==> src/sv/tcv_pkg.sv <==
// ----------------------------------------------------------------------------
// tcv_pkg
// Shared types, codes and constants for the context message validator.
// ----------------------------------------------------------------------------
package tcv_pkg;

   // framing
   localparam int unsigned MAGIC_BYTES = 5;               // 1..8
   localparam int unsigned HDR_LEN     = MAGIC_BYTES + 4; // magic, version, kind, count
   localparam int unsigned ENTRY_HDR   = 5;               // id(2), flags, length(2)

   localparam logic [15:0] ID_TOP_MASK  = 16'h8000;
   localparam logic [15:0] ID_REST_MASK = 16'h7fff;

   // result status codes
   typedef enum logic [3:0] {
      ST_OK       = 4'd0,
      ST_TRUNC    = 4'd1,
      ST_MAGIC    = 4'd2,
      ST_VERSION  = 4'd3,
      ST_KIND     = 4'd4,
      ST_CAPACITY = 4'd5,
      ST_ZERO_ID  = 4'd6,
      ST_ORDER    = 4'd7,
      ST_CRIT     = 4'd8,
      ST_FLAGS    = 4'd9,
      ST_TRAILING = 4'd10
   } status_type;

   // message parser phase
   typedef enum logic [2:0] {
      PH_IDLE   = 3'd0,
      PH_HEADER = 3'd1,
      PH_ENTRY  = 3'd2,
      PH_VALUE  = 3'd3
   } phase_type;

   // input item kind
   typedef enum logic {
      IK_BEGIN = 1'b0,
      IK_DATA  = 1'b1
   } in_kind_type;

   // configuration register indexes
   typedef enum logic [2:0] {
      CSR_EXPECTED_VERSION = 3'd0,
      CSR_KIND_LOW         = 3'd1,
      CSR_KIND_HIGH        = 3'd2,
      CSR_CRITICAL_KIND    = 3'd3,
      CSR_CAPTURE_ENABLE   = 3'd4,
      CSR_ENTRY_CAPACITY   = 3'd5
   } csr_index_type;

   // configuration reset values
   localparam logic [7:0]  RST_EXPECTED_VERSION = 8'd1;
   localparam logic [7:0]  RST_KIND_LOW         = 8'd1;
   localparam logic [7:0]  RST_KIND_HIGH        = 8'd3;
   localparam logic [7:0]  RST_CRITICAL_KIND    = 8'd2;
   localparam logic        RST_CAPTURE_ENABLE   = 1'b1;
   localparam logic [15:0] RST_ENTRY_CAPACITY   = 16'd16;

   // one result item
   typedef struct packed {
      logic        is_final;
      status_type  status;
      logic [7:0]  message_kind;
      logic [15:0] num_entries;
      logic [15:0] entry_id;
      logic [31:0] value_offset;
      logic [15:0] value_length;
      logic        last;
   } result_type;

   // expected magic byte at a header position; positions past the fifth are zero
   function automatic logic [7:0] magic_byte(input logic [2:0] idx);
      logic [7:0] b;
      case (idx)
         3'd0:    b = 8'h5a; // Z
         3'd1:    b = 8'h4b; // K
         3'd2:    b = 8'h43; // C
         3'd3:    b = 8'h54; // T
         3'd4:    b = 8'h58; // X
         default: b = 8'h00;
      endcase
      return b;
   endfunction

endpackage

==> src/sv/tlv_context_validator_top.sv <==
// ----------------------------------------------------------------------------
// tlv_context_validator_top
// Streaming validator for one framed context message.
// ----------------------------------------------------------------------------
// Usage:
//  - req_* carries items: tuser 0 is a begin transfer with the total message
//    length, tuser 1 a data transfer with the next message byte.
//  - rsp_* returns entry records (tuser 0, in capture mode) and one final
//    status per message (tuser 1). tlast marks the last result of one input.
//  - csr_* writes the six configuration registers, one per clock, no wait.
//  - Every item is parsed in the cycle it is taken; its results (at most two)
//    are written into the result queue. One item is accepted per cycle
//    while req_tready is high; results go into a four-deep queue, and
//    req_tready is high while it has room for two more, so a stalled receiver
//    holds off the sender once three results wait; nothing is lost or dropped.
//  - A begin transfer drops any message in progress. Data after a final
//    status, or before any begin, is swallowed without a result.
//  - Synchronous reset returns the parser to idle, empties the queue and
//    loads the configuration reset values.
// ----------------------------------------------------------------------------
module tlv_context_validator_top (
   input  logic         clock,
   input  logic         reset,
   // input channel
   input  logic         req_tvalid,
   output logic         req_tready,
   input  logic [39:0]  req_tdata,  // [31:0] total_len, [39:32] data_byte
   input  logic         req_tuser,  // [0] kind
   // result channel
   output logic         rsp_tvalid,
   input  logic         rsp_tready,
   output logic [95:0]  rsp_tdata,  // [3:0] status, [11:4] message_kind,
                                    // [27:12] num_entries, [43:28] entry_id,
                                    // [75:44] value_offset, [91:76] value_length
   output logic         rsp_tuser,  // [0] is_final
   output logic         rsp_tlast,
   // configuration write port
   input  logic         csr_we,
   input  logic [2:0]   csr_index,
   input  logic [15:0]  csr_wdata
);

   // ---------------- configuration registers ----------------
   logic [7:0]  expected_version_ff;
   logic [7:0]  kind_low_ff;
   logic [7:0]  kind_high_ff;
   logic [7:0]  critical_kind_ff;
   logic        capture_enable_ff;
   logic [15:0] entry_capacity_ff;

   always_ff @(posedge clock) begin
      if (reset) begin
         expected_version_ff <= tcv_pkg::RST_EXPECTED_VERSION;
         kind_low_ff         <= tcv_pkg::RST_KIND_LOW;
         kind_high_ff        <= tcv_pkg::RST_KIND_HIGH;
         critical_kind_ff    <= tcv_pkg::RST_CRITICAL_KIND;
         capture_enable_ff   <= tcv_pkg::RST_CAPTURE_ENABLE;
         entry_capacity_ff   <= tcv_pkg::RST_ENTRY_CAPACITY;
      end else if (csr_we) begin
         case (csr_index)
            tcv_pkg::CSR_EXPECTED_VERSION: expected_version_ff <= csr_wdata[7:0];
            tcv_pkg::CSR_KIND_LOW:         kind_low_ff         <= csr_wdata[7:0];
            tcv_pkg::CSR_KIND_HIGH:        kind_high_ff        <= csr_wdata[7:0];
            tcv_pkg::CSR_CRITICAL_KIND:    critical_kind_ff    <= csr_wdata[7:0];
            tcv_pkg::CSR_CAPTURE_ENABLE:   capture_enable_ff   <= csr_wdata[0];
            tcv_pkg::CSR_ENTRY_CAPACITY:   entry_capacity_ff   <= csr_wdata;
            default: ;  // writes beyond the register list are ignored
         endcase
      end
   end

   // ---------------- parser state ----------------
   tcv_pkg::phase_type phase_ff, phase_in;
   logic [31:0] msg_length_ff, msg_length_in;
   logic [31:0] byte_offset_ff, byte_offset_in;
   logic [2:0]  field_index_ff, field_index_in;
   logic [15:0] declared_ff, declared_in;
   logic [15:0] seen_ff, seen_in;
   logic [15:0] prev_id_ff, prev_id_in;
   logic [15:0] cur_id_ff, cur_id_in;
   logic [15:0] cur_vlen_ff, cur_vlen_in;
   logic [15:0] vleft_ff, vleft_in;
   logic [7:0]  msg_kind_ff, msg_kind_in;

   logic        req_fire;
   logic [7:0]  in_byte;
   logic [31:0] in_len;
   logic [31:0] off_inc;      // byte offset after this byte
   logic [15:0] new_id;
   logic [15:0] new_vlen;
   logic [15:0] vleft_dec;
   logic [32:0] need_len;     // 5 * count + header, against the total length
   logic [31:0] room;         // bytes left after this byte

   // outcome of one item
   logic                 fin;       // final status produced
   tcv_pkg::status_type  fin_st;
   logic                 rec;       // entry record produced
   logic                 ne_req;    // next entry header due
   logic [15:0]          ne_seen;

   assign req_fire  = req_tvalid && req_tready;
   assign in_len    = req_tdata[31:0];
   assign in_byte   = req_tdata[39:32];
   assign off_inc   = byte_offset_ff + 32'd1;
   assign room      = msg_length_ff - off_inc;
   assign new_id    = {in_byte, cur_id_ff[7:0]};
   assign new_vlen  = {in_byte, cur_vlen_ff[7:0]};
   assign vleft_dec = vleft_ff - 16'd1;
   assign need_len  = {15'd0, in_byte, declared_ff[7:0], 2'b00}
                    + {17'd0, in_byte, declared_ff[7:0]}
                    + 33'(tcv_pkg::HDR_LEN);

   always_comb begin
      phase_in       = phase_ff;
      msg_length_in  = msg_length_ff;
      byte_offset_in = byte_offset_ff;
      field_index_in = field_index_ff;
      declared_in    = declared_ff;
      seen_in        = seen_ff;
      prev_id_in     = prev_id_ff;
      cur_id_in      = cur_id_ff;
      cur_vlen_in    = cur_vlen_ff;
      vleft_in       = vleft_ff;
      msg_kind_in    = msg_kind_ff;
      fin            = 1'b0;
      fin_st         = tcv_pkg::ST_OK;
      rec            = 1'b0;
      ne_req         = 1'b0;
      ne_seen        = seen_ff;

      if (req_fire) begin
         if (req_tuser == tcv_pkg::IK_BEGIN) begin
            // new message: whatever was in progress is dropped
            phase_in       = tcv_pkg::PH_HEADER;
            msg_length_in  = in_len;
            byte_offset_in = '0;
            field_index_in = '0;
            declared_in    = '0;
            seen_in        = '0;
            prev_id_in     = '0;
            cur_id_in      = '0;
            cur_vlen_in    = '0;
            vleft_in       = '0;
            msg_kind_in    = '0;
            if (in_len < 32'(tcv_pkg::HDR_LEN)) begin
               fin    = 1'b1;
               fin_st = tcv_pkg::ST_TRUNC;
            end
         end else if (phase_ff != tcv_pkg::PH_IDLE) begin
            byte_offset_in = off_inc;
            case (phase_ff)
               tcv_pkg::PH_HEADER: begin
                  if (byte_offset_ff < 32'(tcv_pkg::MAGIC_BYTES)) begin
                     if (in_byte != tcv_pkg::magic_byte(byte_offset_ff[2:0])) begin
                        fin    = 1'b1;
                        fin_st = tcv_pkg::ST_MAGIC;
                     end
                  end else if (byte_offset_ff == 32'(tcv_pkg::MAGIC_BYTES)) begin
                     if (in_byte != expected_version_ff) begin
                        fin    = 1'b1;
                        fin_st = tcv_pkg::ST_VERSION;
                     end
                  end else if (byte_offset_ff == 32'(tcv_pkg::MAGIC_BYTES + 1)) begin
                     if (in_byte < kind_low_ff || in_byte > kind_high_ff) begin
                        fin    = 1'b1;
                        fin_st = tcv_pkg::ST_KIND;
                     end else begin
                        msg_kind_in = in_byte;
                     end
                  end else if (byte_offset_ff == 32'(tcv_pkg::MAGIC_BYTES + 2)) begin
                     declared_in = {8'd0, in_byte};
                  end else begin
                     // count > (len - hdr) / 5  is the same as  5 * count + hdr > len
                     declared_in = {in_byte, declared_ff[7:0]};
                     if (need_len > {1'b0, msg_length_ff}) begin
                        fin    = 1'b1;
                        fin_st = tcv_pkg::ST_TRUNC;
                     end else if (capture_enable_ff && declared_in > entry_capacity_ff) begin
                        fin    = 1'b1;
                        fin_st = tcv_pkg::ST_CAPACITY;
                     end else begin
                        ne_req  = 1'b1;
                        ne_seen = seen_ff;
                     end
                  end
               end
               tcv_pkg::PH_ENTRY: begin
                  case (field_index_ff)
                     3'd0: begin
                        cur_id_in      = {8'd0, in_byte};
                        field_index_in = field_index_ff + 3'd1;
                     end
                     3'd1: begin
                        cur_id_in = new_id;
                        if (new_id == 16'd0) begin
                           fin    = 1'b1;
                           fin_st = tcv_pkg::ST_ZERO_ID;
                        end else if (seen_ff != 16'd0 && new_id <= prev_id_ff) begin
                           fin    = 1'b1;
                           fin_st = tcv_pkg::ST_ORDER;
                        end else if (msg_kind_ff == critical_kind_ff &&
                                     ((new_id & tcv_pkg::ID_TOP_MASK) == 16'd0 ||
                                      (new_id & tcv_pkg::ID_REST_MASK) == 16'd0)) begin
                           fin    = 1'b1;
                           fin_st = tcv_pkg::ST_CRIT;
                        end else begin
                           field_index_in = field_index_ff + 3'd1;
                        end
                     end
                     3'd2: begin
                        if (in_byte != 8'd0) begin
                           fin    = 1'b1;
                           fin_st = tcv_pkg::ST_FLAGS;
                        end else begin
                           field_index_in = field_index_ff + 3'd1;
                        end
                     end
                     3'd3: begin
                        cur_vlen_in    = {8'd0, in_byte};
                        field_index_in = field_index_ff + 3'd1;
                     end
                     default: begin
                        cur_vlen_in = new_vlen;
                        if ({16'd0, new_vlen} > room) begin
                           fin    = 1'b1;
                           fin_st = tcv_pkg::ST_TRUNC;
                        end else begin
                           rec        = capture_enable_ff;
                           seen_in    = seen_ff + 16'd1;
                           prev_id_in = cur_id_ff;
                           if (new_vlen == 16'd0) begin
                              ne_req  = 1'b1;
                              ne_seen = seen_ff + 16'd1;
                           end else begin
                              vleft_in = new_vlen;
                              phase_in = tcv_pkg::PH_VALUE;
                           end
                        end
                     end
                  endcase
               end
               default: begin
                  // value bytes are skipped, only counted
                  vleft_in = vleft_dec;
                  if (vleft_dec == 16'd0) begin
                     ne_req  = 1'b1;
                     ne_seen = seen_ff;
                  end
               end
            endcase

            // next entry header, or end of message
            if (ne_req) begin
               if (ne_seen >= declared_in) begin
                  fin    = 1'b1;
                  fin_st = (off_inc != msg_length_ff) ? tcv_pkg::ST_TRAILING
                                                      : tcv_pkg::ST_OK;
               end else if (room < 32'(tcv_pkg::ENTRY_HDR)) begin
                  fin    = 1'b1;
                  fin_st = tcv_pkg::ST_TRUNC;
               end else begin
                  phase_in       = tcv_pkg::PH_ENTRY;
                  field_index_in = '0;
               end
            end
         end
         if (fin) begin
            phase_in = tcv_pkg::PH_IDLE;
         end
      end
   end

   always_ff @(posedge clock) begin
      if (reset) begin
         phase_ff       <= tcv_pkg::PH_IDLE;
         msg_length_ff  <= '0;
         byte_offset_ff <= '0;
         field_index_ff <= '0;
         declared_ff    <= '0;
         seen_ff        <= '0;
         prev_id_ff     <= '0;
         cur_id_ff      <= '0;
         cur_vlen_ff    <= '0;
         vleft_ff       <= '0;
         msg_kind_ff    <= '0;
      end else begin
         phase_ff       <= phase_in;
         msg_length_ff  <= msg_length_in;
         byte_offset_ff <= byte_offset_in;
         field_index_ff <= field_index_in;
         declared_ff    <= declared_in;
         seen_ff        <= seen_in;
         prev_id_ff     <= prev_id_in;
         cur_id_ff      <= cur_id_in;
         cur_vlen_ff    <= cur_vlen_in;
         vleft_ff       <= vleft_in;
         msg_kind_ff    <= msg_kind_in;
      end
   end

   // ---------------- result assembly ----------------
   tcv_pkg::result_type rec_res, fin_res, res0, res1;
   logic [1:0] n_res;

   always_comb begin
      rec_res              = '0;
      rec_res.is_final     = 1'b0;
      rec_res.status       = tcv_pkg::ST_OK;
      rec_res.entry_id     = cur_id_ff;
      rec_res.value_offset = off_inc;
      rec_res.value_length = new_vlen;
      rec_res.last         = !fin;

      fin_res          = '0;
      fin_res.is_final = 1'b1;
      fin_res.status   = fin_st;
      fin_res.last     = 1'b1;
      if (fin_st == tcv_pkg::ST_OK) begin
         fin_res.message_kind = msg_kind_in;
         fin_res.num_entries  = declared_in;
      end

      res0  = rec ? rec_res : fin_res;
      res1  = fin_res;
      n_res = {1'b0, rec} + {1'b0, fin};
   end

   // ---------------- result queue (four deep) ----------------
   tcv_pkg::result_type q_mem [4];
   logic [1:0] q_head_ff, q_head_in;
   logic [1:0] q_tail_ff, q_tail_in;
   logic [2:0] q_count_ff, q_count_in;
   logic       rsp_fire;
   logic [1:0] n_push;

   assign rsp_fire   = rsp_tvalid && rsp_tready;
   assign n_push     = req_fire ? n_res : 2'd0;
   assign req_tready = (q_count_ff <= 3'd2);   // room for a worst-case pair
   assign rsp_tvalid = (q_count_ff != 3'd0);

   always_comb begin
      q_head_in  = q_head_ff + {1'b0, rsp_fire};
      q_tail_in  = q_tail_ff + n_push;
      q_count_in = q_count_ff + {1'b0, n_push} - {2'b00, rsp_fire};
   end

   always_ff @(posedge clock) begin
      if (reset) begin
         q_head_ff  <= '0;
         q_tail_ff  <= '0;
         q_count_ff <= '0;
      end else begin
         q_head_ff  <= q_head_in;
         q_tail_ff  <= q_tail_in;
         q_count_ff <= q_count_in;
      end
   end

   always_ff @(posedge clock) begin
      if (n_push != 2'd0) begin
         q_mem[q_tail_ff] <= res0;
      end
      if (n_push == 2'd2) begin
         q_mem[q_tail_ff + 2'd1] <= res1;
      end
   end

   // ---------------- result channel ----------------
   tcv_pkg::result_type q_out;
   assign q_out = q_mem[q_head_ff];

   assign rsp_tdata = {4'd0,
                       q_out.value_length,
                       q_out.value_offset,
                       q_out.entry_id,
                       q_out.num_entries,
                       q_out.message_kind,
                       q_out.status};
   assign rsp_tuser = q_out.is_final;
   assign rsp_tlast = q_out.last;

endmodule

==> config.mk <==
export PLATFORM = sky130hd
export DESIGN_NAME = tlv_context_validator_top
export DESIGN_NICKNAME = d
export VERILOG_FILES = /design/src/sv/tcv_pkg.sv /design/src/sv/tlv_context_validator_top.sv
export SDC_FILE = /design/constraint.sdc
export NUM_CORES = 1
export LEC_CHECK = 0
export ABC_AREA = 0
export BUFFER_PORTS_ARGS = -buffer_cell sky130_fd_sc_hd__buf_2
export CAP_MARGIN = 20
export CORE_AREA = 2 2 323 325
export DETAILED_ROUTE_END_ITERATION = 10
export DIE_AREA = 0 0 325 327
export GPL_TIMING_DRIVEN = 0
export PLACE_DENSITY = 0.54
export RECOVER_POWER = 100
export SLEW_MARGIN = 20
export SYNTH_ARGS = -nofsm -noshare
export SYNTH_HDL_FRONTEND = slang
export SYNTH_SLANG_ARGS = --single-unit
==> constraint.sdc <==
create_clock -name clock -period 12.3 [get_ports clock]
set_input_delay 2.46 -clock clock [delete_from_list [all_inputs] [get_ports clock]]
set_output_delay 2.46 -clock clock [all_outputs]
set_load 0.03 [all_outputs]
==> metrics.txt <==
status finished, final reports clean; Post-DP Area 36,300 um2; crit-path max cell delay 0.91 ns; Die Area 106,000 um2; Crit Path Class flip-flop to flip-flop; area share of the largest cell type after synthesis 28.9%; Peak VDD IR 0.0789 mV; hold path cells 2; total grt overflow 0; final core occ 37.3%; Remaining DRCs 0; maxcap violations 0; R2R setup slack 0.47 ns; Starting Density 32.7%; period utilisation layout 96.2%; Worst Skew 0.0369 ns; average via count per standard cell 5.62; Startpoint Class flip-flop; Register-to-Register Path Depth 41; CTS Hold Bufs 0; leakage 13.5 nW; Core Box Area 103,000 um2; die height 327 um; first-pass GRT wire length 184 mm; final instance area 38,400 um2; Slowest-stage cell, CP nor4_2; cell mode on critical path a21o_1; Final Hold Viols 0; H-tree depth 3; biggest regs q_mem: 376 flops, byte_offset_ff: 32 flops, msg_length_ff: 32 flops; P&R area growth vs syn 14.0%; most common cell in the netlist dfxtp_1; area leader, netlist dfxtp_1; insertion delay to the later sink of the worst-skew pair 0.66 ns; Crit Path Max Fanout 10; WP data arrival 12.40 ns; Total GRT Usage 22.7%; num rows 118; NumNets Final 4,122; top cell family by delay on the critical path simple AND/OR/NAND/NOR gates; mean area per synthesized cell 9.20 um2; Synth Register Bits 598; max reg flops 376; FMAX 84.5 MHz; IO Port Bufs 160; Die W 325 um; sequential element share of the synthesized area 38.9%; worst hold start q_mem[3][42]; RR Endpoint q_mem[2][60]; num ports 165; Slew @ Worst Pin 1.26 ns; Iter 0 DRT Violations 2,938; antenna violations before repair 4; Slew headroom 16.3%; Max Buffers Root-to-Sink 3; wire per inst 23.4 um; RSZ-0062 raised after global routing no; Synth area leaders dfxtp_1, edfxtp_1, mux4_2; pwr/cell area 143 nW/um2; hold worst-path end q_mem[3][42]; GPL Wtd Cong 0.939; via count 30,000; DR pass1 iterations 5; ANT nets after route 0; vias in the first global route 28,600; synth unique cells 106; Ys Warns 0; Post-Syn Area 33,700 um2; Total Wirelength 125 mm; Pins Over Slew Limit 0; post-synthesis cell count 3,661; CTS tree done; critical path data required time 12.87 ns; number of synthesized flops with an enable pin 112; launching element of the worst setup path byte_offset_ff[1]; clock sinks 598; CP endpoint kind flip-flop; clk slew on worst S/H paths 0.06 ns; largest net degree at the start of global routing 30; Period minus WS final 11.83 ns; Critical R2R Launch byte_offset_ff[1]; Async SR Flop Fraction 0%; post-detail-place hpwl 92.0 mm; Synth Flop Type dfxtp_1; final count of negative-setup-slack endpoints 0; Reg with most FFs q_mem; root buffer cell clkbuf_16; layout cell share with drive strength beyond 1 10.4%; Post-synth top cells dfxtp_1, nand2_1, o21ai_0; Num CTS Buffers 72; worst min path class flip-flop to flip-flop; Buffers & Inverters on Critical Path 5
## cell usage in the layout, fill, tap and decap left out, types with 48 or more instances in the layout
cell type,n
nand3_1,68
o21ai_0,282
nand4_1,63
edfxtp_1,112
clkbuf_1,324
xor2_1,48
dfxtp_1,486
a22o_1,115
nor3_1,72
a21oi_1,223
ha_1,152
mux4_2,94
xnor2_1,62
nor2_1,232
inv_1,132
buf_2,90
clkbuf_16,74
nor4_1,56
nand2_1,457
nor4b_1,92
## worst max path at each step
stage / end / slack, ns / cells after the start
6_report: q_mem[2][60] / 0.47 / 41
5_1_grt: q_mem[3][76] / 0.02 / 53
4_1_cts: q_mem[3][62] / 0.06 / 51
3_5_place_dp: q_mem[1][78] / -1.31 / 51
3_3_place_gp: q_mem[3][84] / -2.30 / 53
2_1_floorplan: q_mem[1][72] / 1.65 / 51
## tightest hold or removal path, delay by kind of cell, from the launching register on
kind	cells	cell delay, ns
flip-flops	1	0.32
AO/OA/AOI/OAI	1	0.05
AND/OR/NAND/NOR	1	0.04
## area by class of cell
type / count / area [um2]
timing repair buffer: 164 / 727
inverter: 136 / 539
sequential: 598 / 13100
clock inverter: 20 / 240
buffer: 273 / 1190
fill: 10600 / 64500
timing repair inverter: 1 / 5.00
multi-input combinational: 2656 / 18800
antenna: 1 / 2.50
clock buffer: 110 / 2100
tap: 1380 / 1730
## metrics by stage
stage	std cells	setup TNS (ns)	hold slack (ns)	total power [mW]	worst slack [ns]
CTS	5336	0	0.451	5.51	0.0608
finish	5339	0	0.448	5.49	0.471
global route	5338	0	0.470	5.70	0.0227
global placement	5204	-359.42	0.430	3.37	-2.30
detailed placement	5206	-232.57	0.437	3.37	-1.31
floorplan	3664	0	0.420	2.97	1.65
## kinds of logic after synthesis
family / count (synthesis) / synth area share [%]
fa+ha+maj: 166 / 6.13
flops: 598 / 38.9
other cells: 1 / 0.0111
compound gates: 970 / 18.7
xor+xnor: 128 / 3.99
simple gates: 1266 / 20.1
mux: 122 / 7.13
buf+inv: 410 / 4.98
## power by group
group,total [mW],internal [mW],switching (mW)
registers,2.06,2.02,0.0416
clock network,2.15,1.25,0.901
logic,1.27,0.445,0.829
## layer usage
layer  wire [um]  global-route usage [%]  vias to the layer above
met4        4630                    8.76                        4
met2       55900                    35.8                     1096
li1            -                       -                    14000
met5          17                       0                        -
met1       55500                    30.9                    14700
met3        8710                    4.07                      228
## repair_timing
item | CTS | global route
pin swaps | 1 | 0
endpoints found under the setup margin | 453 | 415
setup buffers | 1 | 1
gates resized for setup | 29 | 35
cloned | 0 | 1
(Power assumes the default switching activity.)
